`src/rtl/ugci_pkg.sv`:
```
`timescale 1ns / 1ps
`default_nettype none
// ----------------------------------------------------------------------------
// ugci_pkg
// Shared types, widths and helpers of the uniform grid cell index block.
// ----------------------------------------------------------------------------
package ugci_pkg;

    localparam int AXES      = 3;
    localparam int MAX_AXES  = 3;
    localparam int COORD_W   = 16;
    localparam int DIFF_W    = COORD_W + 1;
    localparam int INV_W     = 16;
    localparam int PROD_W    = COORD_W + INV_W;
    localparam int CELL_W    = PROD_W - 16;
    localparam int PARTS_W   = 5;
    localparam int DIGIT_W   = 4;
    localparam int PART_W    = 8;
    localparam int INDEX_W   = 12;
    localparam int CFG_IDX_W = 3;
    localparam int CFG_DAT_W = 16;

    localparam logic [PARTS_W-1:0] MAX_PARTS = 5'd16;

    typedef enum logic [CFG_IDX_W-1:0] {
        REG_PARTS   = 3'd0,
        REG_LOWER_0 = 3'd1,
        REG_LOWER_1 = 3'd2,
        REG_LOWER_2 = 3'd3,
        REG_INV_0   = 3'd4,
        REG_INV_1   = 3'd5,
        REG_INV_2   = 3'd6
    } cfg_reg_t;

    // stage advance strobes for the per-axis datapath
    typedef struct packed {
        logic s1;
        logic s2;
        logic s3;
    } axis_en_t;

    // zero means one cell, anything above sixteen means sixteen
    function automatic logic [PARTS_W-1:0] clamp_parts(input logic [PARTS_W-1:0] k);
        logic [PARTS_W-1:0] r;
        begin
            r = k;
            if (k == '0)
            begin
                r = 5'd1;
            end
            else if (k > MAX_PARTS)
            begin
                r = MAX_PARTS;
            end
            return r;
        end
    endfunction

endpackage
`default_nettype wire

```
`src/rtl/ugci_if.sv`:
```
`timescale 1ns / 1ps
`default_nettype none
// ----------------------------------------------------------------------------
// ugci_if
// Stream channels of the grid indexer: point words in, cell index words out.
// ----------------------------------------------------------------------------
interface ugci_coord_if;
    logic                                   valid;
    logic                                   ready;
    logic signed [ugci_pkg::COORD_W-1:0]    coord_0;
    logic signed [ugci_pkg::COORD_W-1:0]    coord_1;
    logic signed [ugci_pkg::COORD_W-1:0]    coord_2;

    modport source (output valid, coord_0, coord_1, coord_2, input ready);
    modport sink   (input valid, coord_0, coord_1, coord_2, output ready);
endinterface

interface ugci_index_if;
    logic                           valid;
    logic                           ready;
    logic [ugci_pkg::INDEX_W-1:0]   cell_index;

    modport source (output valid, cell_index, input ready);
    modport sink   (input valid, cell_index, output ready);
endinterface
`default_nettype wire

```
`src/rtl/ugci_axis.sv`:
```
`timescale 1ns / 1ps
`default_nettype none
// ----------------------------------------------------------------------------
// ugci_axis
// One axis: subtract lower bound, scale by reciprocal width, floor and clamp.
// ----------------------------------------------------------------------------
module ugci_axis (
    input  wire logic                                   clk,
    input  wire ugci_pkg::axis_en_t                     en,
    input  wire logic signed [ugci_pkg::COORD_W-1:0]    coord,
    input  wire logic signed [ugci_pkg::COORD_W-1:0]    lower,
    input  wire logic [ugci_pkg::INV_W-1:0]             inv_width,
    input  wire logic [ugci_pkg::DIGIT_W-1:0]           last_cell,
    output logic [ugci_pkg::DIGIT_W-1:0]                digit
);

    logic signed [ugci_pkg::DIFF_W-1:0] diff_reg, diff_next;
    logic [ugci_pkg::CELL_W-1:0]        cell_reg, cell_next;
    logic [ugci_pkg::DIGIT_W-1:0]       digit_reg, digit_next;
    logic [ugci_pkg::PROD_W-1:0]        prod;

    // exact 17-bit difference
    assign diff_next = {coord[ugci_pkg::COORD_W-1], coord}
                     - {lower[ugci_pkg::COORD_W-1], lower};

    // a positive difference fits in 16 unsigned bits
    assign prod = diff_reg[ugci_pkg::COORD_W-1:0] * inv_width;

    always_comb
    begin
        if (diff_reg[ugci_pkg::DIFF_W-1] || diff_reg == '0)
        begin
            cell_next = '0;
        end
        else
        begin
            cell_next = prod[ugci_pkg::PROD_W-1:16];
        end
    end

    always_comb
    begin
        if (cell_reg > {{(ugci_pkg::CELL_W-ugci_pkg::DIGIT_W){1'b0}}, last_cell})
        begin
            digit_next = last_cell;
        end
        else
        begin
            digit_next = cell_reg[ugci_pkg::DIGIT_W-1:0];
        end
    end

    always_ff @(posedge clk)
    begin
        if (en.s1)
        begin
            diff_reg <= diff_next;
        end
        if (en.s2)
        begin
            cell_reg <= cell_next;
        end
        if (en.s3)
        begin
            digit_reg <= digit_next;
        end
    end

    assign digit = digit_reg;

endmodule
`default_nettype wire

```
`src/rtl/uniform_grid_cell_index.sv`:
```
`timescale 1ns / 1ps
`default_nettype none
// ----------------------------------------------------------------------------
// uniform_grid_cell_index
// Maps a 3-D Q8.8 point to its mixed-radix cell index in a uniform grid.
// ----------------------------------------------------------------------------
// pipeline: input word to output word through the subtract, multiply,
//   clamp, inner digit combine and outer digit combine registers
// throughput: one word per cycle unless the output stalls; each stage holds its word while stalled
// reset: pipeline valids cleared, K = 2, lower bounds 0, reciprocals 1.0
// ----------------------------------------------------------------------------
module uniform_grid_cell_index (
    input  wire logic                               clk,
    input  wire logic                               rst_n,
    ugci_coord_if.sink                              in,
    ugci_index_if.source                            out,
    input  wire logic                               cfg_we,
    input  wire logic [ugci_pkg::CFG_IDX_W-1:0]     cfg_index,
    input  wire logic [ugci_pkg::CFG_DAT_W-1:0]     cfg_data
);

    logic [ugci_pkg::PARTS_W-1:0]       parts_reg;
    logic signed [ugci_pkg::COORD_W-1:0] lower_reg [ugci_pkg::MAX_AXES];
    logic [ugci_pkg::INV_W-1:0]         inv_reg [ugci_pkg::MAX_AXES];

    logic [ugci_pkg::PARTS_W-1:0]       k_eff;
    logic [ugci_pkg::DIGIT_W-1:0]       last_cell;

    logic [4:0]                         valid_reg;
    logic [4:0]                         en;
    ugci_pkg::axis_en_t                 axis_en;

    logic signed [ugci_pkg::COORD_W-1:0] coord [ugci_pkg::MAX_AXES];
    logic [ugci_pkg::DIGIT_W-1:0]       digit [ugci_pkg::MAX_AXES];

    logic [ugci_pkg::DIGIT_W-1:0]       low_reg;
    logic [ugci_pkg::PART_W-1:0]        part_reg, part_next;
    logic [ugci_pkg::INDEX_W-1:0]       index_reg, index_next;
    logic [ugci_pkg::PART_W+ugci_pkg::PARTS_W-1:0] outer_prod;

    // configuration registers
    always_ff @(posedge clk or negedge rst_n)
    begin
        if (!rst_n)
        begin
            parts_reg <= 5'd2;
            for (int a = 0; a < ugci_pkg::MAX_AXES; a++)
            begin
                lower_reg[a] <= '0;
                inv_reg[a]   <= 16'd256;
            end
        end
        else if (cfg_we)
        begin
            case (cfg_index)
                ugci_pkg::REG_PARTS:   parts_reg    <= cfg_data[ugci_pkg::PARTS_W-1:0];
                ugci_pkg::REG_LOWER_0: lower_reg[0] <= cfg_data;
                ugci_pkg::REG_LOWER_1: lower_reg[1] <= cfg_data;
                ugci_pkg::REG_LOWER_2: lower_reg[2] <= cfg_data;
                ugci_pkg::REG_INV_0:   inv_reg[0]   <= cfg_data;
                ugci_pkg::REG_INV_1:   inv_reg[1]   <= cfg_data;
                ugci_pkg::REG_INV_2:   inv_reg[2]   <= cfg_data;
                default:               ;
            endcase
        end
    end

    assign k_eff     = ugci_pkg::clamp_parts(parts_reg);
    assign last_cell = 4'(k_eff - 5'd1);

    // per-stage advance: a stage moves when empty or when its successor moves
    assign en[4] = !valid_reg[4] || out.ready;
    assign en[3] = !valid_reg[3] || en[4];
    assign en[2] = !valid_reg[2] || en[3];
    assign en[1] = !valid_reg[1] || en[2];
    assign en[0] = !valid_reg[0] || en[1];

    assign in.ready  = en[0];
    assign axis_en.s1 = en[0];
    assign axis_en.s2 = en[1];
    assign axis_en.s3 = en[2];

    always_ff @(posedge clk or negedge rst_n)
    begin
        if (!rst_n)
        begin
            valid_reg <= '0;
        end
        else
        begin
            if (en[0])
            begin
                valid_reg[0] <= in.valid;
            end
            for (int s = 1; s < 5; s++)
            begin
                if (en[s])
                begin
                    valid_reg[s] <= valid_reg[s-1];
                end
            end
        end
    end

    assign coord[0] = in.coord_0;
    assign coord[1] = in.coord_1;
    assign coord[2] = in.coord_2;

    for (genvar a = 0; a < ugci_pkg::MAX_AXES; a++)
    begin : g_axis
        if (a < ugci_pkg::AXES)
        begin : g_used
            ugci_axis u_axis (
                .clk       (clk),
                .en        (axis_en),
                .coord     (coord[a]),
                .lower     (lower_reg[a]),
                .inv_width (inv_reg[a]),
                .last_cell (last_cell),
                .digit     (digit[a])
            );
        end
        else
        begin : g_unused
            assign digit[a] = '0;
        end
    end

    // horner form: index = d0 + K * (d1 + K * d2)
    assign part_next  = 8'(digit[1]) + 8'(k_eff) * 8'(digit[2]);
    assign outer_prod = k_eff * part_reg;
    assign index_next = ugci_pkg::INDEX_W'(outer_prod) + 12'(low_reg);

    always_ff @(posedge clk)
    begin
        if (en[3])
        begin
            part_reg <= part_next;
            low_reg  <= digit[0];
        end
        if (en[4])
        begin
            index_reg <= index_next;
        end
    end

    assign out.valid      = valid_reg[4];
    assign out.cell_index = index_reg;

endmodule
`default_nettype wire

```
`src/flat_wrapper.sv`:
```
// flat-port wrapper written by rule: the top's interface ports become plain ports
module uniform_grid_cell_index_flat 
  (clk, rst_n, cfg_we, cfg_index, cfg_data, in_valid, in_coord_0, in_coord_1, in_coord_2, in_ready, out_valid, out_cell_index, out_ready);
  ugci_coord_if in_i ();
  ugci_index_if out_i ();
  input  wire logic clk;
  input  wire logic rst_n;
  input  wire logic cfg_we;
  input  wire logic [ugci_pkg::CFG_IDX_W-1:0] cfg_index;
  input  wire logic [ugci_pkg::CFG_DAT_W-1:0] cfg_data;
  input wire logic [$bits(in_i.valid)-1:0] in_valid;
  input wire logic [$bits(in_i.coord_0)-1:0] in_coord_0;
  input wire logic [$bits(in_i.coord_1)-1:0] in_coord_1;
  input wire logic [$bits(in_i.coord_2)-1:0] in_coord_2;
  output wire logic [$bits(in_i.ready)-1:0] in_ready;
  output wire logic [$bits(out_i.valid)-1:0] out_valid;
  output wire logic [$bits(out_i.cell_index)-1:0] out_cell_index;
  input wire logic [$bits(out_i.ready)-1:0] out_ready;
  assign in_i.valid = in_valid;
  assign in_i.coord_0 = in_coord_0;
  assign in_i.coord_1 = in_coord_1;
  assign in_i.coord_2 = in_coord_2;
  assign in_ready = in_i.ready;
  assign out_valid = out_i.valid;
  assign out_cell_index = out_i.cell_index;
  assign out_i.ready = out_ready;
  uniform_grid_cell_index u_core (.clk(clk), .rst_n(rst_n), .in(in_i), .out(out_i), .cfg_we(cfg_we), .cfg_index(cfg_index), .cfg_data(cfg_data));
endmodule
```
`config.mk`:
```
export PLATFORM = sky130hd
export DESIGN_NAME = uniform_grid_cell_index_flat
export DESIGN_NICKNAME = d
export VERILOG_FILES = /design/src/rtl/ugci_pkg.sv /design/src/rtl/ugci_if.sv /design/src/rtl/ugci_axis.sv /design/src/rtl/uniform_grid_cell_index.sv /design/src/flat_wrapper.sv
export SDC_FILE = /design/constraint.sdc
export NUM_CORES = 2
export LEC_CHECK = 0
export BUFFER_PORTS_ARGS = -buffer_cell sky130_fd_sc_hd__clkbuf_2
export CORE_UTILIZATION = 35
export DETAILED_ROUTE_END_ITERATION = 10
export GPL_TIMING_DRIVEN = 1
export SLEW_MARGIN = 20
export SYNTH_ARGS = -nofsm -noshare
export SYNTH_HDL_FRONTEND = slang
export SYNTH_SLANG_ARGS = --single-unit
```
`constraint.sdc`:
```
create_clock -name clk -period 7.4 [get_ports clk]
set_clock_uncertainty 0.05 [all_clocks]
set_input_delay 2.22 -clock clk [delete_from_list [all_inputs] [get_ports clk]]
set_output_delay 2.22 -clock clk [all_outputs]
set_load 0.1 [all_outputs]
```
# Word level (Yosys, flattened, before mapping)
# Index checks and enable logic that the tools add are counted.
totals:
  input_bits: 72
  out_inout_bits: 14
  regBits: 241
  elab_cells: 75
op_classes:
  addsub: 6
  n_reduce_logical: 25
  eq_ne: 6
  muxes: 5
  n_mul: 5
  order_cmp: 4
op_table:
  columns: ["operator", "n"]
  rows:
  - ["multiplier 16 x 16 -> 32 bit", 3]
  - ["logical NOT 17 bit", 3]
  - ["subtractor 16 x 16 -> 17 bit", 3]
  - ["greater-than comparator 16 x 4 -> 1 bit", 3]
  - ["AND reduction 2 bit", 7]
  - ["adder 12 x 4 -> 12 bit", 1]
  - ["multiplier 5 x 8 -> 12 bit", 1]
  - ["2-to-1 mux 4 bit", 3]
  - ["2-to-1 mux 5 bit", 2]
  - ["== test 3 bit, second input constant", 3]
  - ["adder 4 x 8 -> 8 bit", 1]
  - ["logical OR 1 bit", 8]
  - ["multiplier 5 x 4 -> 8 bit", 1]
  - ["== test 3 x 2 -> 1 bit, second input constant", 2]
  - ["greater-than comparator 5 bit, second input constant", 1]
  - ["logical NOT 1 bit", 5]
  - ["logical NOT 5 bit", 1]
  - ["subtractor 4 x 1 -> 4 bit, second input constant", 1]
  - ["== test 3 x 1 -> 1 bit, second input constant", 1]
  - ["logical NOT 3 bit", 1]

# Logic depth before layout (Yosys ltp)
logic_depth:
  ltp_word: 6
  depth_mapped: 24
  depth_no_buf: 22

# Cells and area by module
# From an unflattened synthesis, not the netlist that was laid out.
hier_totals:
  cells_unflattened: 3962
  area_unflattened_um2: 38161.6
by_module_without_submodules:
  columns: ["module", "n_inst", "area_each_um2", "cells_per_inst", "seq_area_each_um2"]
  rows:
  - ["ugci_axis (u_core.g_axis[0].g_used.u_axis)", 1, 10460.0, 1145, 1111.1]
  - ["ugci_axis (u_core.g_axis[1].g_used.u_axis)", 1, 10407.5, 1150, 1111.1]
  - ["ugci_axis (u_core.g_axis[2].g_used.u_axis)", 1, 10403.7, 1142, 1111.1]
  - ["uniform_grid_cell_index", 1, 6890.4, 525, 3378.2]

# Least setup slack after synthesis
# No wires, ideal clock.
synth_timing:
  path_type: "input port to output port"
  startpoint: "input out_ready"
  endpoint: "output in_ready"
  arrival_time_ns: 5.565
  t_required_ns: 5.130
  path_slack_ns: -0.435
  cell_stages: 4
  path_buffers: 0
  cell_sequence: "nor2b_1 > nand4_1 > inv_1 > nand2_1"
synth_rtl:
  columns: ["item", "line_no", "source"]
  rows:
  - ["start: declaration", "flat_wrapper.sv:18", "input wire logic [$bits(out_i.ready)-1:0] out_ready;"]
  - ["end: declaration", "flat_wrapper.sv:15", "output wire logic [$bits(in_i.ready)-1:0] in_ready;"]

# Worst setup path after layout
layout_timing:
  startpoint: "register u_core.inv_reg[2] (netlist name)"
  endpoint: "register u_core.g_axis[2].g_used.u_axis.cell_reg[10] (netlist name), data pin"
layout_via:
  elab_chain_cells: 1
layout_lines:
  columns: ["item", "line_no", "source"]
  rows:
  - ["start: declaration", "uniform_grid_cell_index.sv:24", "logic [ugci_pkg::INV_W-1:0] inv_reg [ugci_pkg::MAX_AXES];"]
  - ["multiplier 16 x 16 -> 32 bit", "ugci_axis.sv:27", "assign prod = diff_reg[ugci_pkg::COORD_W-1:0] * inv_width;"]
  - ["end signal: assignment", "ugci_axis.sv:61", "cell_reg <= cell_next;"]
  - ["end: declaration", "ugci_axis.sv:18", "logic [ugci_pkg::CELL_W-1:0] cell_reg, cell_next;"]
# Every way passes these cells.
# A chain may end at the register's enable or synchronous reset.

==> reports/metrics.yaml <==
die:
  die_x_um: 325.7
  io_pins: 86
  rows: 118
  core_mm2: 0.1036
  die_h_um: 325.7
  dieArea_mm2: 0.1061
  initial_core_util_pct: 35.38
placement:
  io_buffers: 85
  dpl-instance-area_mm2: 0.03867
  placed_cells: 5161
  dpl.hpwl_mm: 71.91
  gp_congestion: 0.9072
routing:
  vias_per_cell: 4.837
  drtPass1Iterations: 7
  routed_wl_mm: 90.78
  wl_per_cell_um: 17.42
  drc: 0
  antenna_left: 0
  num_vias: 25200
  drtIter0Drc: 1388
worst_hold_path:
  holdPathStages: 0
  worstHoldEndpoint: "u_core.low_reg[1]"
  hold_class: "flop to flop"
  min_from: "u_core.g_axis[0].g_used.u_axis.digit[1]"
sta:
  hold_violations: 0
  tns_ns: 0
  slew-limit-headroom_pct: 37.98
  rsz0062_at_grt: "no"
  fmax_mhz: 148.6
  period_needed_ns: 6.732
  setup_viol: 0
  hold-worst-slack_ns: 0.3710
  drv_slew: 0
  finalCritPeriodShare_pct: 90.97
  tightest_slew_ns: 0.9254
worst_setup_path:
  required_ns: 7.66
  critical-path-max-stage-delay_ns: 0.79
  path_cells: "nand2_1 > fa_1 > fa_1 > fa_1 > inv_1 > fa_1 > fa_1 > inv_1 > fa_1 > inv_1 > ha_1 > nand2_1 > o21ai_0 > o21ai_0 > a21oi_1 > o221ai_1 > a211o_1 > o21ai_0 > xnor2_1 > nor2_1"
  cp_max_fo: 17
  r2r_cells: 20
  timing.rr.end: "u_core.g_axis[2].g_used.u_axis.cell_reg[10]"
  arrival_ns: 6.99
  worst_setup_path_end_kind: "flop"
  r2r_slack_ns: 0.67
  crit_path_start_kind: "flop"
  slowest_stage: "dfrtp_1"
  crit_top_cell: "fa_1"
  rr_startpoint: "u_core.inv_reg[2]"
  crit_type: "flop to flop"
logic_synthesis:
  synth_async_sr_flop_share_pct: 43.98
  synth_cells: 3781
  ys_warn_count: 0
  ys.flop_type: "edfxtp_1"
  yosysSeqAreaShare_pct: 18.30
  synth_nets: 4869
  ys_ff_latch: 241
  synth_edf_count: 135
  synth.distinct_cells: 71
  syn_area_per_cell_um2: 9.699
  syn-cell-area_mm2: 0.03667
grt:
  grt_max_degree: 66
  grt.overflow.total: 0
  grt_pass1_wl_mm: 148.2
  antenna_found_initial: 5
  grt_pass1_vias: 26620
  grtUsageTotal_pct: 17.64
clock_tree:
  cts_buffers: 27
  cts_tree: "built"
  clk_pin_slew_worst_paths_ns: 0.07
  cts_setup_buffers: 0
  ctsResizeCount: 0
  cts_sinks: 241
  cts_buffer_depth: 3
  clk_latency_ns: 0.57
  h-tree-depth: 1
  root_buffer: "clkbuf_16"
  hold_buffers: 0
finish:
  layout_commonest_cell: "inv_1"
  final_nets: 4898
  nFillCells: 10440
  largest_reg_flops: 51
  n_antenna_cell: 0
  area_growth_pct: 7.807
  stdcell_area_mm2: 0.03953
  layout_common_cells: "inv_1 (772), fa_1 (611), nand2_1 (523)"
  multi_input_area_mm2: 0.02662
  register_area_mm2: 0.006711
  drive_gt1_share_pct: 6.997
  final_cells: 5210
flow_run:
  drv_cap: 0
outcome:
  outcome: "completed"
-- cells in the mapped netlist (3+ instances only) --
cell       instances  area [um^2]
a21oi_1          101        505.5
o21ai_1            4        20.02
o21bai_1          16        120.1
nor3_1            27        135.1
and3_1            13        81.33
nor3b_1            4        30.03
o31ai_1            3        22.52
and4_1             3        26.28
a41o_1             8        80.08
mux2_2            71        799.5
nand4b_1           3        26.28
xnor2_1           79        691.9
a211o_1            6        52.55
a2111oi_0          6        52.55
nor4_1            22        137.6
a21boi_1           3        22.52
ha_1             405         5067
o211ai_1           7        52.55
nand2_1          524         1967
o21a_1            11        82.58
edfxtp_1         135         4054
o31a_1             3        26.28
nand2b_1          15        93.84
a211oi_1           7        52.55
nor2b_1           20        125.1
nand3_1           19        95.09
clkbuf_1         121        454.2
a21o_1            19        142.6
a31oi_1            6        37.54
dfrtp_1          102         2552
nand4_1           16        100.1
and2_1           378         2365
dfstp_2            4        105.1
or3_1              6        37.54
nor2_1           105        394.1
or2_2              4        25.02
o21ai_0           58        290.3
inv_1            772         2898
xor2_1            24        210.2
fa_1             611        12230
-- through the flow --
| step | util [%] | setup slack, ns |
|---|---|---|
| 4_1_cts | 38.14 | 0.6958 |
| 3_5_place_dp | 37.31 | 0.6968 |
| 2_1_floorplan | - | 0.09110 |
| 3_3_place_gp | 37.31 | 0.7720 |
| 6_report | 38.14 | 0.6682 |
| 5_1_grt | 38.14 | 0.3710 |
-- kinds of logic after synthesis --
| kind of cell | synth area share, % |
|---|---|
| buffers and inverters | 9.175 |
| multiplexers | 2.180 |
| XOR/XNOR | 2.460 |
| adder cells (fa/ha/maj) | 47.17 |
| AO/OA/AOI/OAI | 5.145 |
| AND/OR/NAND/NOR | 15.56 |
| flip-flops | 18.30 |
-- critical path: cells and delay by family (launching register included) --
| family | cells | cell delay [ns] |
|---|---|---|
| XOR/XNOR | 1 | 0.15 |
| buffers and inverters | 3 | 0.15 |
| adder cells (fa/ha/maj) | 7 | 3.32 |
| flip-flops | 1 | 0.79 |
| AND/OR/NAND/NOR | 3 | 0.29 |
| AO/OA/AOI/OAI | 6 | 1.72 |
-- how the worst max path moves through the flow --
stage	start	endpoint	slack, ns	cells past startpoint
after global routing	u_core.inv_reg[2]	u_core.g_axis[2].g_used.u_axis.cell_reg[8]	0.37	20
after detailed placement	u_core.g_axis[2].g_used.u_axis.diff_reg[7]	u_core.g_axis[2].g_used.u_axis.cell_reg[10]	0.70	21
after global placement	u_core.g_axis[2].g_used.u_axis.diff_reg[7]	u_core.g_axis[2].g_used.u_axis.cell_reg[10]	0.77	21
after floorplan	out_ready	in_ready	0.09	4
after CTS	u_core.g_axis[2].g_used.u_axis.diff_reg[8]	u_core.g_axis[2].g_used.u_axis.cell_reg[10]	0.70	21
final	u_core.inv_reg[2]	u_core.g_axis[2].g_used.u_axis.cell_reg[10]	0.67	20
-- layout make-up --
cell class	count	share of cell area (%)
Clock buffer	39	1.950
Tap cell	1380	4.368
Multi-Input combinational cell	2644	67.33
Timing Repair Buffer	124	1.823
Clock inverter	10	0.2247
Inverter	772	7.330
Sequential cell	241	16.98
-- routing by layer --
layer  up-vias  part of all wire (%)  track usage [%]  wire (um)
met5         -                 0.015                0         14
met4         2                   2.0            3.205       1786
met3       110                   7.4            3.313       6713
met2       694                    43            27.39      39380
met1     12650                    47            25.71      42890
li1      11750                     -                -          -
Power is left out: the tool's default activity adds up to more than one toggle a clock period on the data nets, which glitch-free logic cannot reach.
